[src/sv/stm_pkg.sv]
// Shared constants, types, font and label tables for the status text marquee.
`default_nettype none

package stm_pkg;

    localparam int PanelColumns = 12;
    localparam int GlyphRows    = 6;
    localparam int GlyphWidth   = 4;
    localparam int GlyphPitch   = 5;
    localparam int RowBits      = 12;
    localparam int LabelChars   = 10;
    localparam int NowBits      = 32;
    localparam int StateBits    = 4;
    localparam int IntervalBits = 16;
    localparam int OffsetBits   = 7;
    localparam int WidthBits    = 6;
    localparam int InBytes      = 5;
    localparam int OutBits      = 8 * RowBits;
    localparam int CfgIndexBits = 2;

    typedef logic [0:LabelChars-1][7:0]            label_t;
    typedef logic [GlyphRows-1:0][RowBits-1:0]     glyph_rows_t;
    typedef logic signed [OffsetBits-1:0]          offset_t;

    localparam logic [CfgIndexBits-1:0] RegDisplayEnabled = 2'd0;
    localparam logic [CfgIndexBits-1:0] RegScrollInterval = 2'd1;
    localparam logic [CfgIndexBits-1:0] RegBlinkInterval  = 2'd2;

    localparam logic [StateBits-1:0]    FaultState    = 4'd10;
    localparam logic [StateBits-1:0]    StateReset    = 4'd15;
    localparam logic [IntervalBits-1:0] ScrollDefault = 16'd90;
    localparam logic [IntervalBits-1:0] BlinkDefault  = 16'd400;
    localparam offset_t                 ScrollStart   = OffsetBits'(-PanelColumns);

    // A through Z, row 0 in the top nibble
    localparam logic [GlyphRows*GlyphWidth-1:0] FontRom [26] = '{
        24'h699F99, 24'hE9E99E, 24'h788887, 24'hE9999E, 24'hF8E88F, 24'hF8E888,
        24'h78B997, 24'h99F999, 24'hE4444E, 24'h7222A4, 24'h9ACCA9, 24'h88888F,
        24'h9FF999, 24'h9DDBB9, 24'h699996, 24'hE99E88, 24'h699BA5, 24'hE99EA9,
        24'h78611E, 24'hF44444, 24'h999996, 24'h999966, 24'h999FF9, 24'h996699,
        24'h996444, 24'hF1248F
    };

    function automatic label_t label_text(input logic [StateBits-1:0] st);
        label_t txt;
        unique case (st)
            4'd1:    txt = "IDLE      ";
            4'd2:    txt = "VALVE OPEN";
            4'd3:    txt = "CHOKE     ";
            4'd4:    txt = "CRANKING  ";
            4'd5:    txt = "UNCHOKE   ";
            4'd6:    txt = "RUNNING   ";
            4'd7:    txt = "STOPPING  ";
            4'd8:    txt = "CLOSING   ";
            4'd9:    txt = "WAIT      ";
            4'd10:   txt = "FAULT     ";
            default: txt = "UNKNOWN   ";
        endcase
        return txt;
    endfunction

    // Text width in columns: five per character
    function automatic logic [WidthBits-1:0] label_width(input logic [StateBits-1:0] st);
        logic [WidthBits-1:0] w;
        unique case (st)
            4'd1, 4'd9:        w = 6'd20;
            4'd2:              w = 6'd50;
            4'd3, 4'd10:       w = 6'd25;
            4'd4, 4'd7:        w = 6'd40;
            default:           w = 6'd35;
        endcase
        return w;
    endfunction

endpackage

`default_nettype wire

[src/sv/scrolling_status_text_marquee.sv]
// Top level of the scrolling status text marquee for an 8x12 LED panel.
//
// Input channel s_*: one tick item per handshake, holding a millisecond
// timestamp and a pump state. Output channel m_*: one 8x12 frame item,
// eight 12-bit rows, bit 11 of each row is the leftmost column.
// Configuration: cfg_we writes cfg_data to register cfg_index on the
// rising edge (0 display enable, 1 scroll interval, 2 blink interval).
//
// Throughput: one tick item per cycle while the frame register is free or
// being taken. A tick passes an input register, one pass of compare, state
// update and 12-column glyph lookup, and lands in the frame register, which
// drives m_tvalid. Ticks that cause no frame are absorbed without output.
// When the receiver stalls, the frame register holds and the input
// register takes one more tick; s_tready drops only when both are full.
//
// Reset clears both registers' valid flags, disables the display and
// loads the default intervals; the scroll restarts off the right edge.
`default_nettype none

module scrolling_status_text_marquee
    import stm_pkg::*;
(
    input  wire logic                    clk,
    input  wire logic                    rst_n,
    input  wire logic                    cfg_we,
    input  wire logic [CfgIndexBits-1:0] cfg_index,
    input  wire logic [IntervalBits-1:0] cfg_data,
    input  wire logic                    s_tvalid,
    output logic                         s_tready,
    input  wire logic [8*InBytes-1:0]    s_tdata,  // now_ms[31:0], pump_state[35:32], zero pad
    output logic                         m_tvalid,
    input  wire logic                    m_tready,
    output logic [OutBits-1:0]           m_tdata   // row_0 .. row_7, 12 bits each from bit 0
);

    logic                    enabled_reg,   enabled_next;
    logic [IntervalBits-1:0] scroll_iv_reg, scroll_iv_next;
    logic [IntervalBits-1:0] blink_iv_reg,  blink_iv_next;

    logic [StateBits-1:0]    last_state_reg, last_state_next;
    offset_t                 scroll_reg,     scroll_next;
    logic [NowBits-1:0]      last_time_reg,  last_time_next;
    logic                    phase_reg,      phase_next;

    logic                    in_valid_reg,   in_valid_next;
    logic [NowBits-1:0]      in_now_reg;
    logic [StateBits-1:0]    in_state_reg;
    logic                    out_valid_reg,  out_valid_next;
    glyph_rows_t             out_rows_reg;

    logic                    adv;
    logic                    changed;
    logic                    faulted;
    logic                    due;
    logic                    fire;
    logic [IntervalBits-1:0] interval;
    logic [NowBits-1:0]      elapsed;
    offset_t                 scroll_inc;
    offset_t                 draw_offset;
    glyph_rows_t             drawn;
    glyph_rows_t             frame;

    assign adv      = in_valid_reg && (!out_valid_reg || m_tready);
    assign s_tready = !in_valid_reg || adv;

    assign changed  = in_state_reg != last_state_reg;
    assign faulted  = in_state_reg == FaultState;
    assign interval = faulted ? blink_iv_reg : scroll_iv_reg;
    assign elapsed  = in_now_reg - last_time_reg;
    assign due      = elapsed >= NowBits'(interval);
    assign fire     = enabled_reg && !changed && due;

    assign scroll_inc  = scroll_reg + offset_t'(1);
    assign draw_offset = faulted ? '0 : scroll_reg;

    stm_render u_render (
        .pump_state (in_state_reg),
        .offset     (draw_offset),
        .rows       (drawn)
    );

    // Fault frames alternate: blank when the phase turns to one
    assign frame = (faulted && !phase_reg) ? '0 : drawn;

    always_comb
    begin
        enabled_next = enabled_reg;
        scroll_iv_next = scroll_iv_reg;
        blink_iv_next = blink_iv_reg;
        if (cfg_we)
        begin
            unique case (cfg_index)
                RegDisplayEnabled: enabled_next   = cfg_data[0];
                RegScrollInterval: scroll_iv_next = cfg_data;
                RegBlinkInterval:  blink_iv_next  = cfg_data;
                default:           ;
            endcase
        end
    end

    always_comb
    begin
        last_state_next = last_state_reg;
        scroll_next     = scroll_reg;
        last_time_next  = last_time_reg;
        phase_next      = phase_reg;
        if (adv && enabled_reg)
        begin
            if (changed)
            begin
                last_state_next = in_state_reg;
                scroll_next     = ScrollStart;
                last_time_next  = in_now_reg;
                phase_next      = 1'b0;
            end
            else if (due)
            begin
                last_time_next = in_now_reg;
                if (faulted)
                    phase_next = !phase_reg;
                else if (scroll_inc >= offset_t'(label_width(in_state_reg)))
                    scroll_next = ScrollStart;
                else
                    scroll_next = scroll_inc;
            end
        end
    end

    always_comb
    begin
        in_valid_next = in_valid_reg;
        if (s_tvalid && s_tready)
            in_valid_next = 1'b1;
        else if (adv)
            in_valid_next = 1'b0;

        out_valid_next = out_valid_reg;
        if (adv)
            out_valid_next = fire;
        else if (m_tready)
            out_valid_next = 1'b0;
    end

    always_ff @(posedge clk or negedge rst_n)
    begin
        if (!rst_n)
        begin
            enabled_reg    <= 1'b0;
            scroll_iv_reg  <= ScrollDefault;
            blink_iv_reg   <= BlinkDefault;
            last_state_reg <= StateReset;
            scroll_reg     <= ScrollStart;
            last_time_reg  <= '0;
            phase_reg      <= 1'b0;
            in_valid_reg   <= 1'b0;
            out_valid_reg  <= 1'b0;
        end
        else
        begin
            enabled_reg    <= enabled_next;
            scroll_iv_reg  <= scroll_iv_next;
            blink_iv_reg   <= blink_iv_next;
            last_state_reg <= last_state_next;
            scroll_reg     <= scroll_next;
            last_time_reg  <= last_time_next;
            phase_reg      <= phase_next;
            in_valid_reg   <= in_valid_next;
            out_valid_reg  <= out_valid_next;
        end
    end

    always_ff @(posedge clk)
    begin
        if (s_tvalid && s_tready)
        begin
            in_now_reg   <= s_tdata[NowBits-1:0];
            in_state_reg <= s_tdata[NowBits +: StateBits];
        end
        if (adv && fire)
            out_rows_reg <= frame;
    end

    assign m_tvalid = out_valid_reg;
    assign m_tdata  = {RowBits'(0), out_rows_reg, RowBits'(0)};

endmodule

`default_nettype wire

[src/sv/stm_render.sv]
// Glyph window renderer: draws the label of a state starting at a signed column offset.
`default_nettype none

module stm_render
    import stm_pkg::*;
(
    input  wire logic [StateBits-1:0] pump_state,
    input  wire offset_t              offset,
    output glyph_rows_t               rows
);

    label_t               text;
    logic [WidthBits-1:0] width;

    assign text  = label_text(pump_state);
    assign width = label_width(pump_state);

    always_comb
    begin
        logic signed [7:0] src;
        logic [9:0]        prod;
        logic [3:0]        gi;
        logic [3:0]        gi_c;
        logic [5:0]        gc_full;
        logic [2:0]        gc;
        logic [7:0]        ch;
        logic [4:0]        fidx;
        logic              show;
        logic [GlyphRows*GlyphWidth-1:0] glyph;

        rows = '0;
        for (int col = 0; col < PanelColumns; col++)
        begin
            src     = 8'(offset) + 8'(col);
            prod    = 10'(src[5:0]) * 10'd13;
            gi      = prod[9:6];
            gi_c    = (gi > 4'(LabelChars - 1)) ? 4'd0 : gi;
            gc_full = src[5:0] - (6'(gi) * 6'd5);
            gc      = gc_full[2:0];
            ch      = text[gi_c];
            fidx    = 5'(ch - 8'h41);
            show    = !src[7] && (src[6:0] < 7'(width)) && (gc < 3'(GlyphWidth))
                      && (ch >= 8'h41) && (ch <= 8'h5A);
            glyph   = FontRom[(fidx > 5'd25) ? 5'd0 : fidx];
            for (int r = 0; r < GlyphRows; r++)
            begin
                rows[r][PanelColumns-1-col] = show &&
                    glyph[(GlyphRows-1-r)*GlyphWidth + int'(2'd3 - gc[1:0])];
            end
        end
    end

endmodule

`default_nettype wire

[config.mk]
export PLATFORM = sky130hd
export DESIGN_NAME = scrolling_status_text_marquee
export DESIGN_NICKNAME = d
export VERILOG_FILES = /design/src/sv/stm_pkg.sv /design/src/sv/scrolling_status_text_marquee.sv /design/src/sv/stm_render.sv
export SDC_FILE = /design/constraint.sdc
export NUM_CORES = 2
export LEC_CHECK = 0
export BUFFER_PORTS_ARGS = -buffer_cell sky130_fd_sc_hd__buf_4
export CAP_MARGIN = 25
export CORE_ASPECT_RATIO = 1.5
export CORE_MARGIN = 2
export CORE_UTILIZATION = 23
export DETAILED_ROUTE_END_ITERATION = 16
export SYNTH_ARGS = -nofsm -noshare
export SYNTH_HDL_FRONTEND = slang
export SYNTH_SLANG_ARGS = --single-unit
[constraint.sdc]
create_clock -name clk -period 16.25 [get_ports clk]
set_clock_uncertainty 0.2 [all_clocks]
set_input_delay 1.625 -clock clk [delete_from_list [all_inputs] [get_ports clk]]
set_output_delay 1.625 -clock clk [all_outputs]
set_load 0.01 [all_outputs]
# Word level (Yosys, flattened, before mapping)

Memory sizes are Yosys's and may differ from the RTL's. A register that Yosys moved wholly into a read port is not among the register bits.
Index checks and enable logic that the tools add are counted.

Register bits: 187
ROM bits: 10096
Input port bits: 63
Memories kept: 13
Logic and storage cells: 849
Output and inout bits: 98

Muxes and demuxes: 321
$lt $le $gt $ge: 170
Eq/ne operators: 11
Reduce and logical (&&, ||, !) cells: 160
Bitwise gates (word level): 24
Multipliers: 24
Add/sub/neg operators: 109

Memories:

| memory           | depth | width | read ports | clocked after Yosys merged registers in | wr ports | line             | text |
|---|---|---|---|---|---|---|---|
| (name not given) | 16    | 55    | 1          | 1                                       | 0        | stm_pkg.sv:46    | `unique case (st)` |
| (name not given) | 32    | 24    | 1          | 0                                       | 0        | stm_render.sv:44 | `glyph = FontRom[(fidx > 5'd25) ? 5'd0 : fidx];` |
| (name not given) | 32    | 24    | 1          | 0                                       | 0        | stm_render.sv:44 |  |
| (name not given) | 32    | 24    | 1          | 0                                       | 0        | stm_render.sv:44 |  |
| (name not given) | 32    | 24    | 1          | 0                                       | 0        | stm_render.sv:44 |  |
| (name not given) | 32    | 24    | 1          | 0                                       | 0        | stm_render.sv:44 |  |
| 7 more memories  | n/a   | n/a   | n/a        | n/a                                     | n/a      | n/a              |  |

Operators by type and width:

| cell                    | count |
|---|---|
| $lt A32 B7 Y1 const B   | 72 |
| $add A5 B32 Y32 const A | 24 |
| $add A6 B32 Y32 const A | 24 |
| $mux W24                | 24 |
| $add A4 B32 Y32 const A | 12 |
| $bmux W8 S4             | 12 |
| $bmux W1 S5             | 72 |
| $mux W8                 | 24 |
| $mux W1                 | 151 |
| $logic_and A1 B1 Y1     | 127 |
| $mul A6 B4 Y10 const B  | 12 |
| $ge A8 B7 Y1 const B    | 12 |
| $le A8 B7 Y1 const B    | 12 |
| $lt A7 B6 Y1            | 12 |
| $ge A6 B6 Y1 const B    | 12 |
| $not A5 Y6              | 12 |
| $mux W32                | 2 |
| $ge A5 B5 Y1 const B    | 12 |
| $gt A5 B5 Y1 const B    | 12 |
| $mux W5                 | 12 |
| $not A4 Y5              | 12 |
| $sub A5 B1 Y5 const B   | 12 |
| $mux W4                 | 13 |
| $gt A4 B4 Y1 const B    | 12 |
| other kinds (31)        | 118 |

# Depth between registers and ports, before layout

Depth after elaboration: 21
Mapped depth: 46
Gate-level depth less buffers: 38

# By module

A second synthesis with hierarchy kept.

Cell total of the unflattened synthesis: 5501
Area total of the unflattened synthesis: 41055.6 um^2

By module, submodules not included:

| module                        | times used | cells each | sequential area each (um^2) | area each (um^2) |
|---|---|---|---|---|
| stm_render                    | 1          | 4626       | 0.0                         | 30954.7 |
| scrolling_status_text_marquee | 1          | 875        | 5238.8                      | 10100.9 |

# Worst setup path after synthesis

Ideal clock, no wire load.

Path type: reg2reg
Start: reg in_state_reg[1]
End: reg out_rows_reg (netlist bit m_tdata[76]) (data pin)
Required time: 15.785 ns
Cell stages (with the launch flop): 39
Path slack: 6.289 ns
Setup time: 0.265 ns
Path buffers: 6
Arrival: 9.496 ns
Path through: edfxtp_1 nor4bb_4 buf_6 buf_6 buf_2 nor2_1 inv_1 clkbuf_1 ha_1 clkbuf_1 xnor2_1 inv_1 ha_1 inv_1 fa_1 inv_1 ha_1 o41a_1 [3 not listed] o311ai_0 a311oi_2 mux2i_1 clkinv_1 ha_1 clkbuf_1 nor3_1 o31ai_1 a21boi_1 and2_0 nand2b_1 inv_1 ha_1 or4_1 o221a_2 a21o_1 a311oi_1 a211oi_1

Longest elaborated chain between the ends: 21
Elaborated cells on any way between the ends: 44

RTL lines:

| what                                       | line                                               | text |
|---|---|---|
| start: declaration                         | scrolling_status_text_marquee.sv:47                | `logic [StateBits-1:0] in_state_reg;` |
| start signal: assignment                   | scrolling_status_text_marquee.sv:177               | `in_state_reg <= s_tdata[NowBits +: StateBits];` |
| $eq A4 B4 Y1                               | stm_pkg.sv:65, scrolling_status_text_marquee.sv:67 |  |
| $mux W7                                    | scrolling_status_text_marquee.sv:74                | `assign draw_offset = faulted ? '0 : scroll_reg;` |
| $add A7 B4 Y8                              | stm_render.sv:34                                   | `src = 8'(offset) + 8'(col);` |
| $mul A6 B4 Y10                             | stm_render.sv:35                                   | `prod = 10'(src[5:0]) * 10'd13;` |
| $gt A4 B4 Y1                               | stm_render.sv:37                                   | `gi_c = (gi > 4'(LabelChars - 1)) ? 4'd0 : gi;` |
| $mux W4                                    | stm_render.sv:37                                   |  |
| $not A4 Y5 (not written as such)           | stm_render.sv:40                                   | `ch = text[gi_c];` |
| $bmux W8 S4                                | stm_render.sv:40                                   |  |
| [3 not listed]                             | n/a                                                |  |
| $gt A5 B5 Y1                               | stm_render.sv:44                                   |  |
| $mux W5                                    | stm_render.sv:44                                   |  |
| $not A5 Y6                                 | stm_render.sv:44                                   |  |
| $mem_v2 Z32 W24                            | n/a                                                |  |
| $mux W24 (2 in a row)                      | stm_render.sv:44                                   |  |
| $bmux W1 S5                                | stm_render.sv:48                                   | `glyph[(GlyphRows-1-r)*GlyphWidth + int'(2'd3 - gc[1:0])];` |
| $mux W1 (not written as such) (2 in a row) | stm_render.sv:48                                   |  |
| $logic_and A1 B1 Y1                        | stm_render.sv:47                                   | `rows[r][PanelColumns-1-col] = show &&` |
| end signal: assignment                     | scrolling_status_text_marquee.sv:180               | `out_rows_reg <= frame;` |
| end: declaration                           | scrolling_status_text_marquee.sv:49                | `glyph_rows_t out_rows_reg;` |

Several ways; a longest one is shown, not always the timed one. The select of a mux whose other input is x is not followed.
A chain may end at the register's enable or synchronous reset.

# Worst setup path after layout

Start: reg scroll_reg[1]
End: reg out_rows_reg (netlist bit m_tdata[76]) (data pin)

Longest elaborated chain between the ends: 20
Elaborated cells on any way between the ends: 32

RTL lines:

| what                                       | line                                 | text |
|---|---|---|
| start: declaration                         | scrolling_status_text_marquee.sv:41  | `offset_t scroll_reg, scroll_next;` |
| start signal: assignment                   | scrolling_status_text_marquee.sv:152 | `scroll_reg <= ScrollStart;` |
| start signal: assignment                   | scrolling_status_text_marquee.sv:164 | `scroll_reg <= scroll_next;` |
| $mux W7 (*)                                | scrolling_status_text_marquee.sv:74  |  |
| $add A7 B4 Y8 (*)                          | stm_render.sv:34                     |  |
| $mul A6 B4 Y10                             | stm_render.sv:35                     |  |
| $gt A4 B4 Y1                               | stm_render.sv:37                     |  |
| $mux W4                                    | stm_render.sv:37                     |  |
| $not A4 Y5 (not written as such)           | stm_render.sv:40                     |  |
| $bmux W8 S4                                | stm_render.sv:40                     |  |
| $mux W8 (not written as such) (2 in a row) | stm_render.sv:40                     |  |
| $sub A5 B1 Y5                              | stm_render.sv:41                     | `fidx = 5'(ch - 8'h41);` |
| $gt A5 B5 Y1                               | stm_render.sv:44                     |  |
| $mux W5                                    | stm_render.sv:44                     |  |
| $not A5 Y6                                 | stm_render.sv:44                     |  |
| $mem_v2 Z32 W24                            | n/a                                  |  |
| $mux W24 (2 in a row)                      | stm_render.sv:44                     |  |
| $bmux W1 S5                                | stm_render.sv:48                     |  |
| $mux W1 (not written as such) (2 in a row) | stm_render.sv:48                     |  |
| $logic_and A1 B1 Y1 (*)                    | stm_render.sv:47                     |  |

Mark *: on every way between the ends. The rest lies on a longest branch, timed or not. The select of a mux whose other input is x is not followed.

==> tab_implementation.tex <==
\begin{tabular}{lr}
\hline
Metric & Value \\
\hline
\multicolumn{2}{l}{\textbf{Synth}} \\
Post-synthesis cell type with the largest combined area & ha\_1 \\
Top\_reg\_cell synth & edfxtp\_1 \\
Count of yosys warnings during synthesis & 0 \\
Post-synthesis async set-or-reset flop share & 0.343 \\
Share of Yosys cell area claimed by the top area cell type & 0.122 \\
Number of register bits inferred by synthesis & between 200 and 250 \\
Synth cell types & 128 \\
Number of enable flip-flop cells after synthesis & around 110 \\
Mapped Cells & between 5000 and 6000 \\
Cell area after synthesis & roughly 40000 sq um \\
Cells taking the most area after synthesis & ha\_1 12\%, edfxtp\_1 7.9\%, a21oi\_1 5.5\%, nand2\_1 5.4\%, nor2\_1 4.3\% \\
Fraction of the yosys area taken by sequential cells & 0.149 \\
Post-synthesis average cell area & around 7.4 sq um \\
\multicolumn{2}{l}{\textbf{Timing}} \\
Slew at the pin closest to its max-slew limit & about 1200 ps \\
Setup repair after global routing missed its margin & false \\
Setup-failing EPs final & 0 \\
Max-slew violations & 0 \\
Post-route fraction of the period consumed by the critical path & 0.733 \\
Maximum operating frequency & approximately 84 MHz \\
Sum of negative setup slack & 0 ps \\
Number of hold violations in the final report & 0 \\
Period minus WS final & 11900 ps \\
Relative slew slack & 0.170 \\
\multicolumn{2}{l}{\textbf{Drt}} \\
Via count & 44869 \\
Drt drc & 0 \\
Wire length after detailed routing & about 170000 um \\
Number of vias per cell after detailed routing & about 5.8 \\
Number of design-rule violations left by the first detailed-router iteration & 4700 \\
Total iterations of the first detailed-routing run & 9 \\
Count of antenna-violating nets left after detailed routing & 0 \\
Final routed wire length divided by cell count & 21.6 um \\
\multicolumn{2}{l}{\textbf{Worst setup path}} \\
Stage delay of the slowest cell on the critical path & about 780 ps \\
Critical path class & reg2reg \\
Kind of start point of the critical path & flop \\
Kind of cell adding the most delay to the critical path & simple AND/OR/NAND/NOR gates \\
Crit path arrival time & between 10000 and 15000 ps \\
Required time reported for the critical path endpoint & 16410 ps \\
CP Max Fanout & 15 \\
WP buf/inv & 7 \\
Master of the slowest instance on the critical path & dfrtp\_1 \\
Nature of the critical path endpoint & flop \\
\multicolumn{2}{l}{\textbf{Finish}} \\
Nets & approximately 5900 \\
Count of non-filler cells in the finished layout & approximately 7800 \\
Share of layout cells above drive strength 1 & 0.107 \\
Flip-flop count of the largest register, all copies and words added & just over 70 \\
Commonest non-fill, non-tap cell in the layout & nand2\_1 \\
Most frequent cells in the layout & 585 x nand2\_1, 468 x nor2\_1, 446 x a21oi\_1 \\
Area added between synthesis and finish & 10.8\% \\
\multicolumn{2}{l}{\textbf{Power}} \\
Share of total power consumed by net switching & 0.606 \\
Fraction of power consumed by the clock network & 0.066 \\
Design internal power & 4.03 mW \\
Worst-case vdd ir drop & about 0.00032 V \\
Net Switching & about 6.2 mW \\
Leakage power total & $\sim$18 nW \\
Part of the power in combinational logic & 0.863 \\
Power density normalized to cell area & roughly 230 nW/um\^{}2 \\
Sequential fraction of design power & 0.071 \\
\multicolumn{2}{l}{\textbf{Placement}} \\
I/O Buffers & around 130 \\
Total placed cells including tap cells & a little under 8000 \\
HPWL after detailed placement & 123000 um \\
GP Congestion & just under 1 \\
\multicolumn{2}{l}{\textbf{CTS}} \\
Number of buffers inserted during clock tree synthesis & 28 \\
Count of instances resized after the clock tree is built & 0 \\
Max clock buf depth & 3 \\
Clock sinks & 230 \\
Deepest level of the CTS H-tree & 1 \\
Worst skew pair latency & between 600 and 700 ps \\
Buffer type at the clock tree root & clkbuf\_16 \\
Total setup buffers inserted after CTS & 0 \\
CTS tree & yes \\
Number of hold buffers added after CTS & 0 \\
Clock-pin slew on the worst setup and hold paths & 70 ps \\
\multicolumn{2}{l}{\textbf{Floorplanning}} \\
Width of the chip & between 300 and 400 um \\
Initial Util & 0.231 \\
Rows & approximately 190 \\
DIE AREA & around 180000 sq um \\
Area of the core & approximately 180000 sq um \\
IO Count & $\sim$160 \\
Y dimension of the die & between 500 and 600 um \\
\multicolumn{2}{l}{\textbf{Status}} \\
Status & complete, no violations \\
\multicolumn{2}{l}{\textbf{Min path}} \\
Class of the worst hold path & reg2reg \\
\multicolumn{2}{l}{\textbf{GRT}} \\
Number of antenna violations at the first check in global routing & 8 \\
Total GRT Usage & 0.177 \\
Global route total overflow & 0 \\
Vias in the first global route & between 40000 and 50000 \\
Pin count of the biggest net entering global routing & 80 \\
Wire length of the first global-routing pass & between 200000 and 300000 um \\
\multicolumn{2}{l}{\textbf{Flow run}} \\
Number of max-cap violations & 0 \\
\hline
\end{tabular}
per-stage QoR:
step                      hold WS, ps  utilization  setup WS [ps]  cell area [sq um]  total power [mW]
after floorplan                   246            -           6290              40900              7.04
after global placement            257        0.250           4800              44200              9.29
after detailed placement          263        0.250           4640              44200              9.26
after CTS                         275        0.256           4560              45100              9.99
after global routing              294        0.256           3720              45200              11.0
final                             270        0.256           4350              45200              10.2
kinds of logic after synthesis:
family | after synthesis | share of synthesized area
compound gates | 1879 | 0.317
xor+xnor | 227 | 0.0500
fa+ha+maj | 431 | 0.138
buf+inv | 644 | 0.0647
flops | 230 | 0.149
mux | 253 | 0.0692
other cells | 1 | 0.0000919
simple gates | 1821 | 0.211
cell usage after synthesis (109+ instances only):
| master | number |
|---|---|
| nand2_1 | 585 |
| nor2_1 | 469 |
| a21oi_1 | 446 |
| ha_1 | 397 |
| o21ai_0 | 306 |
| inv_1 | 265 |
| clkbuf_1 | 242 |
| nand3_1 | 173 |
| xnor2_1 | 169 |
| mux2i_1 | 131 |
| nor3_1 | 128 |
| o211ai_1 | 120 |
| a31oi_1 | 109 |
path summary, 6_finish.rpt:
check | from | to | slack, ps | cells after the start
min in group asynchronous | rst_n | scroll_iv_reg[15] | 700 | 1
worst max-delay path | scroll_reg[1] | m_tdata[76] | 4350 | 35
worst min register to register | last_state_reg[3] | last_state_reg[3] | 270 | 2
worst max register to register | scroll_reg[1] | m_tdata[76] | 4350 | 35
max in group asynchronous | rst_n | scroll_iv_reg[1] | 14500 | 2
worst min-delay path | last_state_reg[3] | last_state_reg[3] | 270 | 2
layer usage:
metal | up-vias | global-route usage | routed length, um
li1 | 20442 | - | -
met1 | 21182 | 0.197 | 60800
met2 | 2484 | 0.297 | 77500
met3 | 755 | 0.0312 | 14000
met4 | 6 | 0.139 | 15400
met5 | - | 0 | 42
worst register-to-register path, delay by kind of cell, from the launching register on:
family	cells	cell delay, ps
compound gates	11	2580
xor+xnor	1	160
fa+ha+maj	5	2240
buf+inv	7	2010
flops	1	780
mux	1	380
simple gates	10	3240
cell type report:
cell class	instances	area, sq um
well taps	2292	2870
clock buffers	32	758
clock inverters	20	194
diodes	3	7.51
fillers	19404	131000
multi-input cells	4635	32200
flip-flops and latches	230	6100
inverters	284	1070
repair buffers	266	2030
power by group through the flow:
| stage | combinational, mW | sequential [mW] | clock, mW |
|---|---|---|---|
| after global routing | 9.55 | 0.736 | 0.723 |
| after global placement | 8.55 | 0.738 | 0 |
| after CTS | 8.56 | 0.729 | 0.707 |
| after floorplan | 6.31 | 0.728 | 0 |
| after detailed placement | 8.52 | 0.741 | 0 |
| final | 8.83 | 0.728 | 0.675 |
(Power assumes the default switching activity.)
